**src/rtl/tccs_pkg.sv**
```systemverilog
// tccs_pkg: shared constants and types of the text console cursor and scroll unit
// no dependencies; used by the top level and the remainder unit defaults

package tccs_pkg;

  // default screen geometry
  localparam int unsigned COLUMNS_DEF  = 80;
  localparam int unsigned ROWS_DEF     = 25;
  localparam int unsigned TAB_STOP_DEF = 8;

  // character codes with a meaning of their own
  localparam logic [7:0] CH_NEWLINE = 8'd10;
  localparam logic [7:0] CH_TAB     = 8'd9;
  localparam logic [7:0] CH_SPACE   = 8'd32;

  localparam logic [7:0] ATTR_RESET = 8'd7;

  // stream payload widths
  localparam int unsigned IN_DATA_W  = 24;
  localparam int unsigned IN_USER_W  = 2;
  localparam int unsigned OUT_DATA_W = 32;

  typedef enum logic [1:0] {
    CMD_PUT   = 2'd0,
    CMD_SET   = 2'd1,
    CMD_CLEAR = 2'd2,
    CMD_READ  = 2'd3
  } cmd_e;

endpackage

```
**src/rtl/tccs_mod_unit.sv**
```systemverilog
// tccs_mod_unit: remainder of a cursor offset by the tab stop
// reciprocal multiply for the quotient, then multiply back and subtract; needs tccs_pkg

module tccs_mod_unit #(
  parameter int unsigned LIN_W    = 11,
  parameter int unsigned TAB_STOP = tccs_pkg::TAB_STOP_DEF
) (
  input  logic                              clk_i,
  input  logic                              rst_ni,
  input  logic                              start_i,
  input  logic [LIN_W-1:0]                  dividend_i,
  output logic                              done_o,
  output logic [$clog2(TAB_STOP+1)-1:0]     rem_o
);

  localparam int unsigned REM_W = $clog2(TAB_STOP + 1);
  // shift wide enough that the rounded-up reciprocal is exact for every offset
  localparam int unsigned SH    = LIN_W + $clog2(TAB_STOP);
  localparam int unsigned MW    = SH + 1;
  localparam int unsigned PW    = LIN_W + MW;
  localparam longint unsigned RECIP_VAL =
    ((64'd1 << SH) + 64'(TAB_STOP) - 64'd1) / 64'(TAB_STOP);
  localparam logic [MW-1:0] RECIP = MW'(RECIP_VAL);

  logic             busy_q;
  logic             done_q;
  logic [LIN_W-1:0] dv_q;
  logic [LIN_W-1:0] quo_q;
  logic [REM_W-1:0] rem_q;
  logic [PW-1:0]    prod;
  logic [LIN_W-1:0] back;

  assign prod = PW'(dividend_i) * PW'(RECIP);
  assign back = quo_q * LIN_W'(TAB_STOP);

  always_ff @(posedge clk_i or negedge rst_ni) begin
    if (!rst_ni) begin
      busy_q <= 1'b0;
      done_q <= 1'b0;
      dv_q   <= '0;
      quo_q  <= '0;
      rem_q  <= '0;
    end else begin
      done_q <= 1'b0;
      if (start_i) begin
        busy_q <= 1'b1;
        dv_q   <= dividend_i;
        quo_q  <= prod[SH +: LIN_W];
      end else if (busy_q) begin
        busy_q <= 1'b0;
        done_q <= 1'b1;
        rem_q  <= REM_W'(dv_q - back);
      end
    end
  end

  assign done_o = done_q;
  assign rem_o  = rem_q;

endmodule

```
**config.mk**
```make
export PLATFORM = sky130hd
export DESIGN_NAME = tccs_mod_unit
export DESIGN_NICKNAME = d
export VERILOG_FILES = /design/src/rtl/tccs_pkg.sv /design/src/rtl/tccs_mod_unit.sv
export SDC_FILE = /design/constraint.sdc
export NUM_CORES = 1
export LEC_CHECK = 0
export ABC_AREA = 1
export CAP_MARGIN = 20
export CORE_AREA = 5 5 42 44
export CTS_CLUSTER_DIAMETER = 50
export DETAILED_ROUTE_END_ITERATION = 10
export DIE_AREA = 0 0 47 49
export DONT_BUFFER_PORTS = 1
export GPL_ROUTABILITY_DRIVEN = 0
export MAX_ROUTING_LAYER = met4
export SYNTH_ARGS = -nofsm -noshare
export SYNTH_HDL_FRONTEND = slang
export SYNTH_SLANG_ARGS = --single-unit
```
**constraint.sdc**
```tcl
create_clock -name clk_i -period 0.8 [get_ports clk_i]
set_input_delay 0.12 -clock clk_i [delete_from_list [all_inputs] [get_ports clk_i]]
set_output_delay 0.12 -clock clk_i [all_outputs]
set_load 0.03 [all_outputs]
```
==> impl_metrics.yaml <==
outcome:
  outcome: "finished, violations left"
  failing_checks: "negative setup slack"
placement:
  place_area_sq_um: 374
  io_buffers: 0
  dp_hpwl_um: 369
  place.detailed.instances: 49
routing:
  wire_per_inst_um: 8.80
  drt_first_pass_iters: 2
  drcViolationCount: 0
  drtIter0Drc: 3
  wl_um: 519
  post_drt_via_cell_ratio: 3.90
  post_route_antenna_net_violation_count: 0
  routed_via_count: 230
sta:
  hold_viol: 0
  timing.final.setup_violations: 4
  slew_violations: 0
  final.min_clock_period_ps: 921
  rsz_0062_raised_after_global_routing: "yes"
  fin_ws_ps: -121
  maxClockFrequency_ghz: 1.09
  timing.final.crit_share_pct: 115
  fin_worst_skew_ps: 6.23
logic_synthesis:
  yosysWarningCount: 0
  post_synth_num_cell_types: 8
  yosysSeqAreaShare_pct: 66.4
  synth_fp_nets: 45
  ys_seq_elements: 8
  post_synth.cell_area_avg_sq_um: 9.73
  synthCells: 31
  syn_area_sq_um: 302
worst_setup_path:
  worst-endpoint-arrival_ps: 800
  timing.rr.start: "rem_o[2]"
  max_stage_delay_ps: 400
  worst-path-buf-inv: 1
  critical_path.top_delay_family: "flip-flops"
  critical_path_required_ps: 680
  crit_path_top_delay_cell: "dfrtp_1"
  crit_chain: "buf_12"
  rr_worst_depth: 3
  worst-r2r-setup-slack_ps: 50
  cp-end-kind: "output pin"
  critical_path.startpoint_type: "register"
  r2r_end: "rem_o[2]"
  critPathKind: "register to output pin"
  path_max_fanout: 2
cts:
  path_clk_slew_ps: 50
  ctsLongestPathBuffers: 2
  tritoncts_clock_tree: "done"
  worstSkewPairLatency_ps: 250
  cts.sinks: 8
  ctsHtreeMaxLevel: 1
  cts_inserted_buffers: 3
  clock-root-buffer: "clkbuf_4"
floorplan:
  initial_core_utilization_pct: 21.5
  placement_rows: 14
  io_pins: 19
  die_height_um: 49
  design.core.area_sq_um: 1400
  dieArea_sq_um: 2300
  die_width_um: 47
power:
  ir_drop_mv: 1.13
  p_per_area_nw_per_um2: 2180
  power.leakage_uw: 0.000243
hold_path:
  min_delay_path_depth: 3
  min_path_type: "input port to register"
  holdCritStartpoint: "start_i"
  worst_hold_path.endpoint: "done_o"
layout:
  final-instance-count-excl-fill: 59
  layout_common_cells: "nand2_1 (15), dfrtp_1 (7), dlygate4sd3_1 (5)"
  layout.cell_area.non_filler_sq_um: 463
  antenna-diode-count: 0
  final_common_cell: "nand2_1"
  synthToLayoutAreaGrowth_pct: 53.5
  drive_gt1_share_pct: 25.6
  num-nets-final: 59
global_route:
  grt_util_all_layers_pct: 5.92
  grt_overflow: 0
  grt_pass1_wl_um: 931
  grt_pass1_vias: 231
  antenna_found_initial: 0
  maximum_number_of_pins_on_one_net_before_global_route_repair: 9
run:
  maxCapViolCount: 0
## worst max-delay path by stage
stage / startpoint / endpoint / slack, ps / cells after the start
after floorplan: rem_o[0] / rem_o[0] / 70 / 2
after global routing: rem_o[2] / rem_o[2] / -160 / 1
after global placement: busy_q / rem_o[1] / 110 / 3
after CTS: rem_o[1] / rem_o[1] / -130 / 1
final: rem_o[2] / rem_o[2] / -120 / 1
after detailed placement: busy_q / rem_o[2] / 100 / 3
## sequential cells by signal, summed over array words and instances (netlist names)
signal and cells:
busy_q 1, rem_o 3, done_o 1, dv_q 3
## what timing repair did
action	CTS	global route
setup buffers	2	0
gates resized for setup	1	0
endpoints found under the hold margin	12	0
hold buffers	5	0
pin swaps	0	0
endpoints found under the setup margin	4	4
## where the power goes
part	switching [uW]	internal, uW
sequential	39.4	446
combinational	98.8	129
clock	124	171
## per-layer routing
layer / vias to the layer above / part of all wire [%] / track usage, %
met2: 14 / 39 / 6.79
met4: 0 / 0 / 1.38
met1: 100 / 45 / 7.31
met3: 0 / 15 / 5.90
met5: - / 0 / -
li1: 116 / - / -
## cells in the mapped netlist
library cell	count	area (sq um)
inv_2	1	3.75
nand2_1	15	56.3
nand3_1	3	15.0
buf_4	1	7.51
conb_1	1	3.75
inv_1	1	3.75
dfrtp_1	8	200
nand2_4	1	11.3
## metrics by stage
stage               hold WS [ps]  util [%]  power, uW  setup TNS [ps]  worst slack [ps]
detailed placement          -175      26.7        675               0              97.0
global placement            -175      26.7        671               0               114
finish                      57.5      33.0       1010            -389              -121
CTS                         48.8      33.0       1030            -436              -133
global route                77.3      33.0       1060            -509              -158
floorplan                   -176         -        570               0              71.0
## cells by family (layout without fill, tap and decap cells)
kind of cell / count (synthesis) / count (layout) / share of synthesized area (%)
DFF: 8 / 8 / 66.4
other: 1 / 1 / 1.24
buffers and inverters: 3 / 15 / 4.98
and+or+nand+nor: 19 / 19 / 27.4
## layout make-up
cell class / count / area [sq um]
well taps: 16 / 20.0
multi-input cells: 20 / 86.3
fillers: 156 / 938
inverters: 2 / 7.51
repair buffers: 10 / 125
clock buffers: 3 / 22.5
flip-flops and latches: 8 / 201
## worst register-to-register path: stages (launching register included)
cell     delay [ps]
dfrtp_1         400
buf_4           140
nand2_1          50
nand2_1          40
No activity file was read; power rests on OpenSTA's default activity.
